### config.mk
export PLATFORM = sky130hd
export DESIGN_NAME = rgba_pixel_format_converter_top_flat
export DESIGN_NICKNAME = d
export VERILOG_FILES = /design/src/sv/rpfc_pkg.sv /design/src/sv/rpfc_if.sv /design/src/sv/rpfc_front.sv /design/src/sv/rpfc_queue.sv /design/src/sv/rpfc_back.sv /design/src/sv/rgba_pixel_format_converter_top.sv /design/src/flat_wrapper.sv
export SDC_FILE = /design/constraint.sdc
export NUM_CORES = 1
export LEC_CHECK = 0
export ABC_AREA = 1
export BUFFER_PORTS_ARGS = -buffer_cell sky130_fd_sc_hd__buf_2
export CAP_MARGIN = 40
export CORE_ASPECT_RATIO = 0.7
export CORE_MARGIN = 4
export CORE_UTILIZATION = 40
export CTS_BUF_LIST = sky130_fd_sc_hd__clkbuf_4
export CTS_CLUSTER_SIZE = 24
export DETAILED_ROUTE_END_ITERATION = 16
export RECOVER_POWER = 25
export SKIP_CTS_REPAIR_TIMING = 1
export SKIP_LAST_GASP = 1
export SLEW_MARGIN = 20
export SYNTH_ARGS = -nofsm -noshare
export SYNTH_HDL_FRONTEND = slang
export SYNTH_SLANG_ARGS = --single-unit
### constraint.sdc
create_clock -name clk -period 6.2 [get_ports clk]
set_input_delay 1.86 -clock clk [delete_from_list [all_inputs] [get_ports clk]]
set_output_delay 1.86 -clock clk [all_outputs]
set_load 0.01 [all_outputs]
### src/sv/rpfc_pkg.sv
// Shared types and constants for the RGBA pixel format converter.
package rpfc_pkg;

  // Output format codes, as held in the output_format register.
  localparam logic [1:0] FMT_MONO   = 2'd0;
  localparam logic [1:0] FMT_RGB332 = 2'd1;
  localparam logic [1:0] FMT_RGB565 = 2'd2;
  localparam logic [1:0] FMT_BGRA   = 2'd3;

  // Configuration register indexes and reset values.
  localparam logic       REG_OUTPUT_FORMAT   = 1'b0;
  localparam logic       REG_ALPHA_CUTOFF    = 1'b1;
  localparam logic [1:0] FORMAT_RESET        = FMT_RGB565;
  localparam logic [8:0] THRESHOLD_RESET     = 9'd128;

  // Fixed codes for transparent pixels.
  localparam logic [7:0]  RGB332_CLEAR = 8'hC0;
  localparam logic [15:0] RGB565_CLEAR = 16'hE000;

  // Live configuration as seen by the front end.
  typedef struct packed {
    logic [1:0] output_format;
    logic [8:0] alpha_cutoff;
  } cfg_t;

  // One classified pixel waiting for conversion.
  typedef struct packed {
    logic [1:0] output_format;
    logic       clear;
    logic [7:0] red;
    logic [7:0] green;
    logic [7:0] blue;
    logic [7:0] alpha;
    logic [7:0] mono_byte;
    logic       row_end;
  } queue_entry_t;

endpackage

### src/sv/rpfc_if.sv
// Stream interfaces for pixels in and converted words out.
interface pixel_in_if;
  logic       valid;
  logic       ready;
  logic [7:0] red;
  logic [7:0] green;
  logic [7:0] blue;
  logic [7:0] alpha;
  logic       row_end;

  modport source (output valid, output red, output green, output blue, output alpha,
                  output row_end, input ready);
  modport sink   (input valid, input red, input green, input blue, input alpha,
                  input row_end, output ready);
endinterface

interface pixel_out_if;
  logic        valid;
  logic        ready;
  logic [31:0] pixel_data;
  logic        row_done;

  modport source (output valid, output pixel_data, output row_done, input ready);
  modport sink   (input valid, input pixel_data, input row_done, output ready);
endinterface

### src/sv/rpfc_front.sv
// Front end: accepts pixels, packs mono bits and queues one entry per result.
module rpfc_front
  import rpfc_pkg::*;
(
  input  logic          clk,
  input  logic          rst,
  input  cfg_t          cfg,
  pixel_in_if.sink      pix_in,
  input  logic          q_full,
  output logic          push,
  output queue_entry_t  push_entry
);

  logic [7:0] mono_acc;
  logic [2:0] mono_pos;
  logic [7:0] mono_acc_next;
  logic [2:0] mono_pos_next;
  logic       accept;
  logic       is_black;
  logic       is_mono;
  logic       mono_emit;

  // A word is taken whenever the queue has room.
  assign pix_in.ready = !q_full;
  assign accept       = pix_in.valid && !q_full;

  // Mono bit packing, MSB first.
  assign is_mono       = (cfg.output_format == FMT_MONO);
  assign is_black      = (pix_in.red == 8'd0) && (pix_in.green == 8'd0) &&
                         (pix_in.blue == 8'd0);
  assign mono_acc_next = is_black ? (mono_acc | (8'h80 >> mono_pos)) : mono_acc;
  assign mono_pos_next = mono_pos + 3'd1;
  assign mono_emit     = (mono_pos_next == 3'd0) || pix_in.row_end;

  // A mono pixel that neither fills a byte nor ends a row makes no entry.
  assign push = accept && (!is_mono || mono_emit);

  always_comb begin
    push_entry.output_format = cfg.output_format;
    push_entry.clear         = ({1'b0, pix_in.alpha} < cfg.alpha_cutoff);
    push_entry.red           = pix_in.red;
    push_entry.green         = pix_in.green;
    push_entry.blue          = pix_in.blue;
    push_entry.alpha         = pix_in.alpha;
    push_entry.mono_byte     = mono_acc_next;
    push_entry.row_end       = pix_in.row_end;
  end

  // Mono state moves only on mono pixels and is kept across other formats.
  always_ff @(posedge clk) begin
    if (rst) begin
      mono_acc <= 8'd0;
      mono_pos <= 3'd0;
    end else if (accept && is_mono) begin
      if (mono_emit) begin
        mono_acc <= 8'd0;
        mono_pos <= 3'd0;
      end else begin
        mono_acc <= mono_acc_next;
        mono_pos <= mono_pos_next;
      end
    end
  end

endmodule

### src/sv/rpfc_queue.sv
// Two-entry queue between the front end and the conversion back end.
module rpfc_queue
  import rpfc_pkg::*;
(
  input  logic          clk,
  input  logic          rst,
  input  logic          push,
  input  queue_entry_t  push_entry,
  input  logic          pop,
  output logic          full,
  output logic          head_valid,
  output queue_entry_t  head
);

  queue_entry_t slot0;
  queue_entry_t slot1;
  logic         valid0;
  logic         valid1;
  logic         do_pop;

  assign full       = valid1;
  assign head_valid = valid0;
  assign head       = slot0;
  assign do_pop     = pop && valid0;

  // Occupancy flags; slot0 is always the head.
  always_ff @(posedge clk) begin
    if (rst) begin
      valid0 <= 1'b0;
      valid1 <= 1'b0;
    end else begin
      case ({push, do_pop})
        2'b10: begin
          if (valid0) begin
            valid1 <= 1'b1;
          end else begin
            valid0 <= 1'b1;
          end
        end
        2'b01: begin
          valid0 <= valid1;
          valid1 <= 1'b0;
        end
        default: begin
          valid0 <= valid0;
          valid1 <= valid1;
        end
      endcase
    end
  end

  // Entry storage shifts toward the head on a pop.
  always_ff @(posedge clk) begin
    case ({push, do_pop})
      2'b11: begin
        if (valid1) begin
          slot0 <= slot1;
          slot1 <= push_entry;
        end else begin
          slot0 <= push_entry;
        end
      end
      2'b10: begin
        if (valid0) begin
          slot1 <= push_entry;
        end else begin
          slot0 <= push_entry;
        end
      end
      2'b01: begin
        slot0 <= slot1;
      end
      default: begin
        slot0 <= slot0;
      end
    endcase
  end

endmodule

### src/sv/rpfc_back.sv
// Back end: converts queued pixels to the output word and holds the result.
module rpfc_back
  import rpfc_pkg::*;
(
  input  logic          clk,
  input  logic          rst,
  input  logic          head_valid,
  input  queue_entry_t  head,
  output logic          pop,
  pixel_out_if.source   pix_out
);

  logic        out_valid;
  logic [31:0] out_data;
  logic        out_row_done;
  logic [31:0] word;

  // Format conversion of the head entry.
  always_comb begin
    case (head.output_format)
      FMT_MONO: begin
        word = {24'd0, head.mono_byte};
      end
      FMT_RGB332: begin
        if (head.clear) begin
          word = {24'd0, RGB332_CLEAR};
        end else begin
          word = {24'd0, head.red[7:5], head.green[7:5], head.blue[7:6]};
        end
      end
      FMT_RGB565: begin
        if (head.clear) begin
          word = {16'd0, RGB565_CLEAR};
        end else begin
          word = {16'd0, head.red[7:3], head.green[7:2], head.blue[7:3]};
        end
      end
      default: begin
        word = {head.alpha, head.red, head.green, head.blue};
      end
    endcase
  end

  // The output register loads when empty or when its word is taken.
  assign pop = head_valid && (!out_valid || pix_out.ready);

  always_ff @(posedge clk) begin
    if (rst) begin
      out_valid <= 1'b0;
    end else if (!out_valid || pix_out.ready) begin
      out_valid <= head_valid;
    end
  end

  always_ff @(posedge clk) begin
    if (pop) begin
      out_data     <= word;
      out_row_done <= head.row_end;
    end
  end

  assign pix_out.valid      = out_valid;
  assign pix_out.pixel_data = out_data;
  assign pix_out.row_done   = out_row_done;

endmodule

### src/sv/rgba_pixel_format_converter_top.sv
// Top level of the RGBA pixel format converter.
//
//   Channel   Direction  Payload                              Handshake
//   pix_in    in         red, green, blue, alpha, row_end     valid/ready
//   pix_out   out        pixel_data[31:0], row_done           valid/ready
//   APB       in         output_format @0x0, threshold @0x4   psel/penable/pready
//
// One pixel is accepted per cycle while the queue has room; each result is
// registered in the queue and then in the output register on its way out.
// Mono pixels that neither complete a byte nor end a row produce no result.
// The two-entry queue absorbs output stalls; input ready drops once it is full.
// Reset is synchronous and clears the queue, output valid, mono state and
// loads the register defaults (rgb565, threshold 128).
module rgba_pixel_format_converter_top
  import rpfc_pkg::*;
(
  input  logic        clk,
  input  logic        rst,
  pixel_in_if.sink    pix_in,
  pixel_out_if.source pix_out,
  input  logic        psel,
  input  logic        penable,
  input  logic        pwrite,
  input  logic [2:0]  paddr,
  input  logic [31:0] pwdata,
  output logic [31:0] prdata,
  output logic        pready
);

  cfg_t         cfg;
  logic         push;
  queue_entry_t push_entry;
  logic         pop;
  logic         q_full;
  logic         head_valid;
  queue_entry_t head;
  logic         reg_sel;
  logic         cfg_write;

  // Configuration registers.
  assign pready    = 1'b1;
  assign reg_sel   = paddr[2];
  assign cfg_write = psel && penable && pwrite;

  always_ff @(posedge clk) begin
    if (rst) begin
      cfg.output_format <= FORMAT_RESET;
      cfg.alpha_cutoff  <= THRESHOLD_RESET;
    end else if (cfg_write) begin
      case (reg_sel)
        REG_OUTPUT_FORMAT: cfg.output_format <= pwdata[1:0];
        REG_ALPHA_CUTOFF:  cfg.alpha_cutoff  <= pwdata[8:0];
        default:           cfg.output_format <= cfg.output_format;
      endcase
    end
  end

  always_comb begin
    case (reg_sel)
      REG_OUTPUT_FORMAT: prdata = {30'd0, cfg.output_format};
      REG_ALPHA_CUTOFF:  prdata = {23'd0, cfg.alpha_cutoff};
      default:           prdata = 32'd0;
    endcase
  end

  rpfc_front u_front (
    .clk        (clk),
    .rst        (rst),
    .cfg        (cfg),
    .pix_in     (pix_in),
    .q_full     (q_full),
    .push       (push),
    .push_entry (push_entry)
  );

  rpfc_queue u_queue (
    .clk        (clk),
    .rst        (rst),
    .push       (push),
    .push_entry (push_entry),
    .pop        (pop),
    .full       (q_full),
    .head_valid (head_valid),
    .head       (head)
  );

  rpfc_back u_back (
    .clk        (clk),
    .rst        (rst),
    .head_valid (head_valid),
    .head       (head),
    .pop        (pop),
    .pix_out    (pix_out)
  );

endmodule
### src/flat_wrapper.sv
// flat-port wrapper written by rule: the top's interface ports become plain ports
module rgba_pixel_format_converter_top_flat import rpfc_pkg::*;
  (clk, rst, psel, penable, pwrite, paddr, pwdata, prdata, pready, pix_in_valid, pix_in_red, pix_in_green, pix_in_blue, pix_in_alpha, pix_in_row_end, pix_in_ready, pix_out_valid, pix_out_pixel_data, pix_out_row_done, pix_out_ready);
  pixel_in_if pix_in_i ();
  pixel_out_if pix_out_i ();
  input  logic clk;
  input  logic rst;
  input  logic psel;
  input  logic penable;
  input  logic pwrite;
  input  logic [2:0] paddr;
  input  logic [31:0] pwdata;
  output logic [31:0] prdata;
  output logic pready;
  input wire logic [$bits(pix_in_i.valid)-1:0] pix_in_valid;
  input wire logic [$bits(pix_in_i.red)-1:0] pix_in_red;
  input wire logic [$bits(pix_in_i.green)-1:0] pix_in_green;
  input wire logic [$bits(pix_in_i.blue)-1:0] pix_in_blue;
  input wire logic [$bits(pix_in_i.alpha)-1:0] pix_in_alpha;
  input wire logic [$bits(pix_in_i.row_end)-1:0] pix_in_row_end;
  output wire logic [$bits(pix_in_i.ready)-1:0] pix_in_ready;
  output wire logic [$bits(pix_out_i.valid)-1:0] pix_out_valid;
  output wire logic [$bits(pix_out_i.pixel_data)-1:0] pix_out_pixel_data;
  output wire logic [$bits(pix_out_i.row_done)-1:0] pix_out_row_done;
  input wire logic [$bits(pix_out_i.ready)-1:0] pix_out_ready;
  assign pix_in_i.valid = pix_in_valid;
  assign pix_in_i.red = pix_in_red;
  assign pix_in_i.green = pix_in_green;
  assign pix_in_i.blue = pix_in_blue;
  assign pix_in_i.alpha = pix_in_alpha;
  assign pix_in_i.row_end = pix_in_row_end;
  assign pix_in_ready = pix_in_i.ready;
  assign pix_out_valid = pix_out_i.valid;
  assign pix_out_pixel_data = pix_out_i.pixel_data;
  assign pix_out_row_done = pix_out_i.row_done;
  assign pix_out_i.ready = pix_out_ready;
  rgba_pixel_format_converter_top u_core (.clk(clk), .rst(rst), .pix_in(pix_in_i), .pix_out(pix_out_i), .psel(psel), .penable(penable), .pwrite(pwrite), .paddr(paddr), .pwdata(pwdata), .prdata(prdata), .pready(pready));
endmodule
### Word level (Yosys, flattened, before mapping)

Index checks and enable logic that the tools add are counted.

* bits of input ports: 75
* bits in registers: 146
* word-level logic and storage cells: 83
* output and inout port bits: 68

* eq/ne operators: 8
* bitwise gates (word level): 2
* shift operators: 1
* $lt $le $gt $ge: 1
* reductions and logical operators: 29
* add/subtract/negate cells: 1
* multiplexer cells: 16

Operators by type and width (count)
* 2-to-1 mux 44 bit: 4
* case mux 44 bit (3 select lines): 1
* case mux 32 bit (3 select lines): 1
* case mux 44 bit (2 select lines): 1
* case mux 32 bit (2 select lines): 1
* logical NOT 8 bit: 3
* 2-to-1 mux 8 bit: 3
* 2-to-1 mux 16 bit: 1
* logical AND 1 bit: 9
* < comparator 8 x 9 -> 1 bit: 1
* bitwise OR 8 bit: 1
* AND reduction 2 bit: 4
* >> shifter 8 x 3 -> 8 bit, first input constant: 1
* equality test 2 bit, second input constant: 3
* inequality test 2 bit, second input constant: 3
* equality test 2 x 1 -> 1 bit, second input constant: 2
* logical NOT 2 bit: 2
* case mux 1 bit (2 select lines): 2
* nonzero test 2 bit: 2
* adder 3 x 1 -> 3 bit, second input constant: 1
* logical NOT 1 bit: 3
* logical NOT 3 bit: 1
* logical OR 1 bit: 3
* 2-to-1 mux 3 bit: 1
* 4 further kinds: 4

### Depth between registers and ports, before layout

Gate-level depths: netlist (run 1).

* depth in word-level cells: 8
* gate-level depth with buffers: 15
* depth with buffers taken out: 13

### Hierarchy

From an unflattened synthesis (run 1), not the netlist that was laid out.

* cells, all modules: 928
* area, all modules: 8094.0 um2

Modules (own cells, without submodules)
* rpfc_queue: area each 4385.5 um2, cells an instance 449, times used 1, sequential area each 2682.6 um2
* rpfc_back: area each 1570.3 um2, cells an instance 165, times used 1, sequential area each 1011.0 um2
* rpfc_front: area each 1378.8 um2, cells an instance 196, times used 1, sequential area each 220.2 um2
* rgba_pixel_format_converter_top: area each 759.5 um2, cells an instance 118, times used 1, sequential area each 220.2 um2

### Least setup slack after synthesis (run 1)

OpenSTA, ideal clock, no wires.

* path type: input to register
* start point: input port pix_in_valid
* end point: register u_core.u_queue.slot0 (netlist bit u_core.u_queue.head[0]), enable pin
* path buffers: 0
* required time: 5694 ps
* stages on the path: 6
* setup slack: 220 ps
* arrival: 5474 ps
* setup time: 506 ps
* path through: inv_1 nor2_1 inv_1 nor2_1 inv_1 o21ai_0

* cells in the longest elaborated chain, start to end: 5
* elaborated cells between the ends (all ways): 8
* classes of those cells: eq/ne: 4; reduce/logical: 4

Ends and longest elaborated chain
* start, declared: RTL line flat_wrapper.sv:15 `input wire logic [$bits(pix_in_i.valid)-1:0] pix_in_valid;`
* logical AND 1 bit *: RTL line rpfc_front.sv:25 `assign accept = pix_in.valid && !q_full;`
* logical AND 1 bit *: RTL line rpfc_front.sv:36 `assign push = accept && (!is_mono || mono_emit);`
* equality test 2 bit or equality test 2 x 1 -> 1 bit (tied branches): RTL line rpfc_queue.sv:54 `case ({push, do_pop})`
* inequality test 2 bit (no line) or nonzero test 3 bit (tied branches)
* AND reduction 2 bit (no line) *
* end signal, assigned: RTL line rpfc_queue.sv:57 `slot0 <= slot1;`
* end signal, assigned: RTL line rpfc_queue.sv:60 `slot0 <= push_entry;`
* end signal, assigned: RTL line rpfc_queue.sv:67 `slot0 <= push_entry;`
* end, declared: RTL line rpfc_queue.sv:15 `queue_entry_t slot0;`

Mark *: on every way between the ends. The rest lies on a longest branch, timed or not.
A chain may end at the register's enable or synchronous reset.

### Worst setup path in the final report (run 1)

* start point: input port paddr[2]
* end point: output port prdata[0]

* cells in the longest elaborated chain, start to end: 2

Ends and longest elaborated chain
* start, declared: RTL line flat_wrapper.sv:11 `input logic [2:0] paddr;`
* inverter 1 bit: RTL line rgba_pixel_format_converter_top.sv:59 `case (reg_sel)`
* case mux 32 bit (2 select lines) *: RTL line rgba_pixel_format_converter_top.sv:59
* end, declared: RTL line flat_wrapper.sv:13 `output logic [31:0] prdata;`

Mark *: on every way between the ends. The rest lies on a longest branch, timed or not. The select of a mux whose other input is x is not followed.

==> impl_metrics.tcl, run 1 <==
set metrics [dict create \
    r2r_start "u_core.u_front.mono_pos[0]" \
    ctsRootBufferMaster "clkbuf_4" \
    cp-start-kind "input port" \
    syn_to_final_growth_pct 11.57 \
    ios 143 \
    max_freq_ghz 0.2208 \
    antenna_left 0 \
    grtUsageTotal 0.1705 \
    syn-instance-count 852 \
    report.final.slew_viol_count 0 \
    yosys.area.top_type "edfxtp_1" \
    cts-buffers-inserted 17 \
    dp_hpwl_um 12280 \
    grt_max_degree 83 \
    totalWireLength_um 17550 \
    regArea_um2 4135 \
    antenna_found_initial 0 \
    syn_area_um2 7453 \
    drt_iter0_markers 438 \
    synth.ff_latch_count 146 \
    grt_pass1_vias 5187 \
    final_cell_mix "195 x nand2_1, 122 x inv_1, 121 x edfxtp_1" \
    die_h_um 122.2 \
    hold_viol 0 \
    ys.flop_type "edfxtp_1" \
    r2r_setup_slack_ns 2.82 \
    dr_total_vias 5793 \
    worst_clock_skew_ns 0.02263 \
    worst_pin_slew_ns 0.7811 \
    viasPerCell 4.897 \
    die_w_um 171.2 \
    r2r.worst_path.cells 13 \
    wl_per_cell_um 14.83 \
    crit_required_ns 4.34 \
    insertion_delay_ns 0.56 \
    htree_levels 4 \
    reg2reg_to "u_core.u_queue.head[17]" \
    seq_power_share 0.455 \
    switchingPower_uw 1536 \
    cp-end-kind "output port" \
    path_cells "clkbuf_1 > o21ai_0 > buf_2" \
    dp_cells 1152 \
    yosys_warnings 0 \
    whs_path_depth 0 \
    cellLeakagePower_uw 0.003622 \
    ys_top_cells_by_area "edfxtp_1 49%, nand2_1 9.8%, dfxtp_1 6.7%" \
    core_region_area_um2 18160 \
    finalNetCount 1028 \
    async_flop_share 0 \
    peakVddDrop_v 0.0001842 \
    layout_commonest_cell "nand2_1" \
    setup_viol 0 \
    layout_min_cycle_time_ns 4.529 \
    min_to "u_core.u_back.pix_out.row_done" \
    ctsLongestPathBuffers 2 \
    fp-row-count 41 \
    die_area_um2 20920 \
    max_cap_viol_count 0 \
    p_clk_frac 0.152 \
    overflow 0 \
    clk_pin_slew_ns 0.12 \
    pwr-share-comb 0.393 \
    drive_gt1_frac 0.1183 \
    period_share 0.7305 \
    power.density_nw_per_um2 464.6 \
    ys_types 32 \
    grt_pass1_wl_um 27900 \
    routabilityCongestion 0.8681 \
    path_max_fanout 13 \
    hold_start "u_core.u_queue.head[0]" \
    fillers 1815 \
    cp_top_family "buffers and inverters" \
    finish.utilization 0.4579 \
    firstDrtPassIters 5 \
    hold_class "flip-flop to flip-flop" \
    cts.sinks 146 \
    multi_input_area_um2 2619 \
    relSlewSlack 0.4793 \
    pre_cts_ws_ns 1.619 \
    num_antenna_cells 0 \
    p_sw_frac 0.3975 \
    worstSetupPathType "input port to output port" \
    crit_arrival_ns 2.67 \
    synth_top_area_share 0.4875 \
    critPathMaxStageDelay_ns 0.40 \
    initial_utilization 0.4104 \
    cts_tree "done" \
    critPathSlowestCell "clkbuf_1" \
    status "complete, no violations" \
    p_int_uw 2327 \
    io_buffers 93 \
    final_cells 1183 \
    final.setup.tns_ns 0 \
    rsz0062_at_grt "no" \
    path_buf_inv 2 \
    synth.avg_cell_area_um2 8.748 \
    dpl_cell_area_um2 8105 \
    fin_ws_ns 1.671 \
    yosysSeqAreaShare 0.5546 \
    drc 0 \
    design_area_um2 8315 \
    synth_edf_count 121 \
]
-- how the worst max path moves through the flow --
stage | start | endpoint | slack, ns | cells after the start
detailed placement | pix_out_ready | u_core.u_queue.head[17] | 1.62 | 12
CTS | paddr[2] | prdata[0] | 1.88 | 3
global route | paddr[2] | prdata[0] | 1.57 | 4
finish | paddr[2] | prdata[0] | 1.67 | 3
floorplan | pix_in_valid | u_core.u_queue.head[0] | 0.22 | 6
global placement | pix_out_ready | u_core.u_queue.head[42] | 1.55 | 11
-- layer usage --
metal	wire (µm)	vias to the layer above	track usage
li1	-	2932	-
met1	9176	2676	0.2612
met2	7265	171	0.2446
met3	919	14	0.04024
met4	183	0	0.04008
met5	0	-	0
-- state kept, by name (all words and copies together) (netlist names) --
register	flops
u_core.u_queue.head_valid	1
u_core.cfg	11
u_core.u_front.mono_acc	8
u_core.u_back.pix_out.row_done	1
u_core.u_back.pix_out.pixel_data	32
u_core.u_back.pix_out.valid	1
u_core.u_front.mono_pos	3
u_core.u_queue.head	44
u_core.u_queue.full	1
u_core.u_queue.slot1	44
-- per-stage QoR --
| stage | hold WS (ns) | power (µW) |
|---|---|---|
| finish | 0.4371 | 3863 |
| floorplan | 0.4003 | 2802 |
| global route | 0.4448 | 4169 |
| global placement | 0.4048 | 3241 |
| CTS | 0.4349 | 3897 |
| detailed placement | 0.4072 | 3319 |
-- cells by family (layout without fill, tap and decap cells) --
family,count (synthesis),in the layout,share of synthesized area
AO/OA/AOI/OAI,193,193,0.1341
other,2,24,0.001008
adder cells (fa/ha/maj),18,18,0.03022
AND/OR/NAND/NOR,309,309,0.1726
buffers and inverters,184,257,0.1074
flip-flops,146,146,0.5546
-- synthesized netlist by cell type (5+ instances only) --
master / number
nand2_1: 195
inv_1: 122
edfxtp_1: 121
o21ai_0: 98
a21oi_1: 80
nor2_1: 64
clkbuf_1: 25
dfxtp_1: 25
buf_4: 24
nand3_1: 20
ha_1: 18
nand4_1: 14
nand2_2: 8
buf_1: 5
o22ai_1: 5
-- power groups by stage --
stage / registers, µW / clock network (µW) / logic (µW)
2_1_floorplan: 1810 / 0 / 987
3_3_place_gp: 1780 / 0 / 1460
3_5_place_dp: 1790 / 0 / 1530
4_1_cts: 1760 / 599 / 1540
5_1_grt: 1790 / 644 / 1730
6_report: 1760 / 585 / 1520
-- final cells by class --
cell class,count,share of cell area
clock buffer,19,0.01715
clock inverter,12,0.01399
inverter,124,0.05597
multi-input combinational,544,0.3149
sequential,146,0.4973
tap,236,0.03551
timing repair buffer,102,0.06515
Power figures use the tool's default switching activity.
==> run 2: changes to the inputs <==
clock period = 3.6 ns   (was 6.2 ns; I/O delays follow)
==> run 2 against run 1 <==
Cell area increased by 1.2%. Critical path type unchanged. Clock skew decreased by 0.0052 ns. Clock power is 110% higher. Critical endpoint is now prdata[1]. Wire length grew 0.93%.
==> impl_metrics.tcl, run 2 (same netlist as run 1, synthesis figures left out) <==
set metrics [dict create \
    status "complete, no violations" \
    critPathMaxStageDelay_ns 0.39 \
    cts_tree "done" \
    layout_commonest_cell "nand2_1" \
    grt_pass1_wl_um 27860 \
    firstDrtPassIters 5 \
    p_sw_frac 0.3926 \
    die_h_um 122.2 \
    path_cells "clkbuf_1 > o21ai_0 > buf_2" \
    power.density_nw_per_um2 818.0 \
    dp_hpwl_um 12300 \
    final.setup.tns_ns 0 \
    antenna_found_initial 0 \
    rsz0062_at_grt "no" \
    critPathSlowestCell "clkbuf_1" \
    worst_pin_slew_ns 0.9795 \
    seq_power_share 0.439 \
    gr-usage-met3 0.03542 \
    relSlewSlack 0.3470 \
    finalNetCount 1032 \
    cp_top_family "buffers and inverters" \
    worst_clock_skew_ns 0.01747 \
    grt_max_degree 81 \
    busiest_layer "met2" \
    switchingPower_uw 2703 \
    p_int_uw 4182 \
    die_w_um 171.2 \
    final_cells 1188 \
    use_met2 0.2564 \
    cts-buffers-inserted 17 \
    antenna_left 0 \
    hold_ws_ns 0.4281 \
    design_area_um2 8417 \
    worstSetupPathType "input port to output port" \
    cp-start-kind "input port" \
    fillers 1820 \
    pre_cts_ws_ns 0.4424 \
    core_region_area_um2 18160 \
    num_antenna_cells 0 \
    clk_pin_slew_ns 0.14 \
    cp-end-kind "output port" \
    max_cap_viol_count 0 \
    p_clk_frac 0.176 \
    viasPerCell 4.871 \
    crit_arrival_ns 1.87 \
    max_freq_ghz 0.3389 \
    cts.sinks 146 \
    fin_ws_ns 0.6491 \
    peakVddDrop_v 0.0005598 \
    initial_utilization 0.4104 \
    drive_gt1_frac 0.1250 \
    htree_levels 4 \
    hold_class "flip-flop to flip-flop" \
    period_share 0.8197 \
    dr_total_vias 5787 \
    drt_iter0_markers 495 \
    report.final.slew_viol_count 0 \
    hold_viol 0 \
    wl_per_cell_um 14.91 \
    dp_cells 1156 \
    ctsLongestPathBuffers 2 \
    pwr-share-comb 0.385 \
    grtUsageTotal 0.1707 \
    routabilityCongestion 0.8468 \
    io_buffers 93 \
    cellLeakagePower_uw 0.003653 \
    overflow 0 \
    totalWireLength_um 17710 \
    drc 0 \
    grt_util_met1 0.2538 \
    fp-row-count 41 \
    crit_required_ns 2.52 \
    insertion_delay_ns 0.57 \
    ios 143 \
    setup_viol 0 \
    path_buf_inv 2 \
    die_area_um2 20920 \
    dpl_cell_area_um2 8133 \
    syn_to_final_growth_pct 12.93 \
    layout_min_cycle_time_ns 2.951 \
    path_max_fanout 13 \
    grt_pass1_vias 5341 \
    final_cell_mix "195 x nand2_1, 122 x inv_1, 121 x edfxtp_1" \
    ctsRootBufferMaster "clkbuf_4" \
]
==> run 2: changes by cell type in the layout (fill, tap and decap cells not counted), moves of 2 or more <==
cell | previous run | this run
buf_12 | 1 | 4
buf_16 | 2 | 0
buf_4 | 6 | 8
bufinv_16 | 2 | 4
clkinv_1 | 4 | 1
clkinv_2 | 4 | 0
clkinvlp_4 | 1 | 5
inv_6 | 1 | 4
==> run 2: layout make-up <==
class / instances / area, µm² / share of cell area
clock buffer: 18 / 135.1 / 0.01605
clock inverter: 14 / 201.4 / 0.02393
inverter: 124 / 465.4 / 0.05530
multi-input combinational: 544 / 2619 / 0.3111
sequential: 146 / 4135 / 0.4913
tap: 236 / 295.3 / 0.03508
timing repair buffer: 106 / 565.5 / 0.06719
==> run 2: layer usage <==
metal / up-vias / wire, µm
met3: 15 / 1073
met2: 175 / 7607
met5: - / 0
li1: 2942 / -
met4: 0 / 180
met1: 2655 / 8848
==> run 2: final timing paths <==
check | startpoint | to | slack [ns] | cells after the start
hold / removal | u_core.u_queue.head[0] | u_core.u_back.pix_out.row_done | 0.43 | 0
hold reg to reg | u_core.u_queue.head[0] | u_core.u_back.pix_out.row_done | 0.43 | 0
setup reg to reg | u_core.u_front.mono_pos[2] | u_core.u_queue.head[10] | 0.73 | 13
setup / recovery | paddr[2] | prdata[1] | 0.65 | 3
==> run 2: power groups by stage <==
stage / Sequential, µW / Combinational [µW] / Clock [µW]
floorplan: 3090 / 1720 / 0
global route: 3080 / 3000 / 1310
CTS: 3030 / 2690 / 1230
detailed placement: 3080 / 2680 / 0
global placement: 3060 / 2620 / 0
finish: 3020 / 2650 / 1210
==> run 2: worst register-to-register path: cells and delay by family (launching register included) <==
kind            cells  cell delay [ns]
buf+inv             5             0.76
simple gates        3             0.49
flops               1             0.46
fa+ha+maj           2             0.68
compound gates      3             0.27
==> run 2: stage by stage <==
stage          power, µW    util
4_1_cts             6953  0.4664
2_1_floorplan       4805       -
6_report            6885  0.4635
3_5_place_dp        5753  0.4478
3_3_place_gp        5681  0.4478
5_1_grt             7399  0.4635
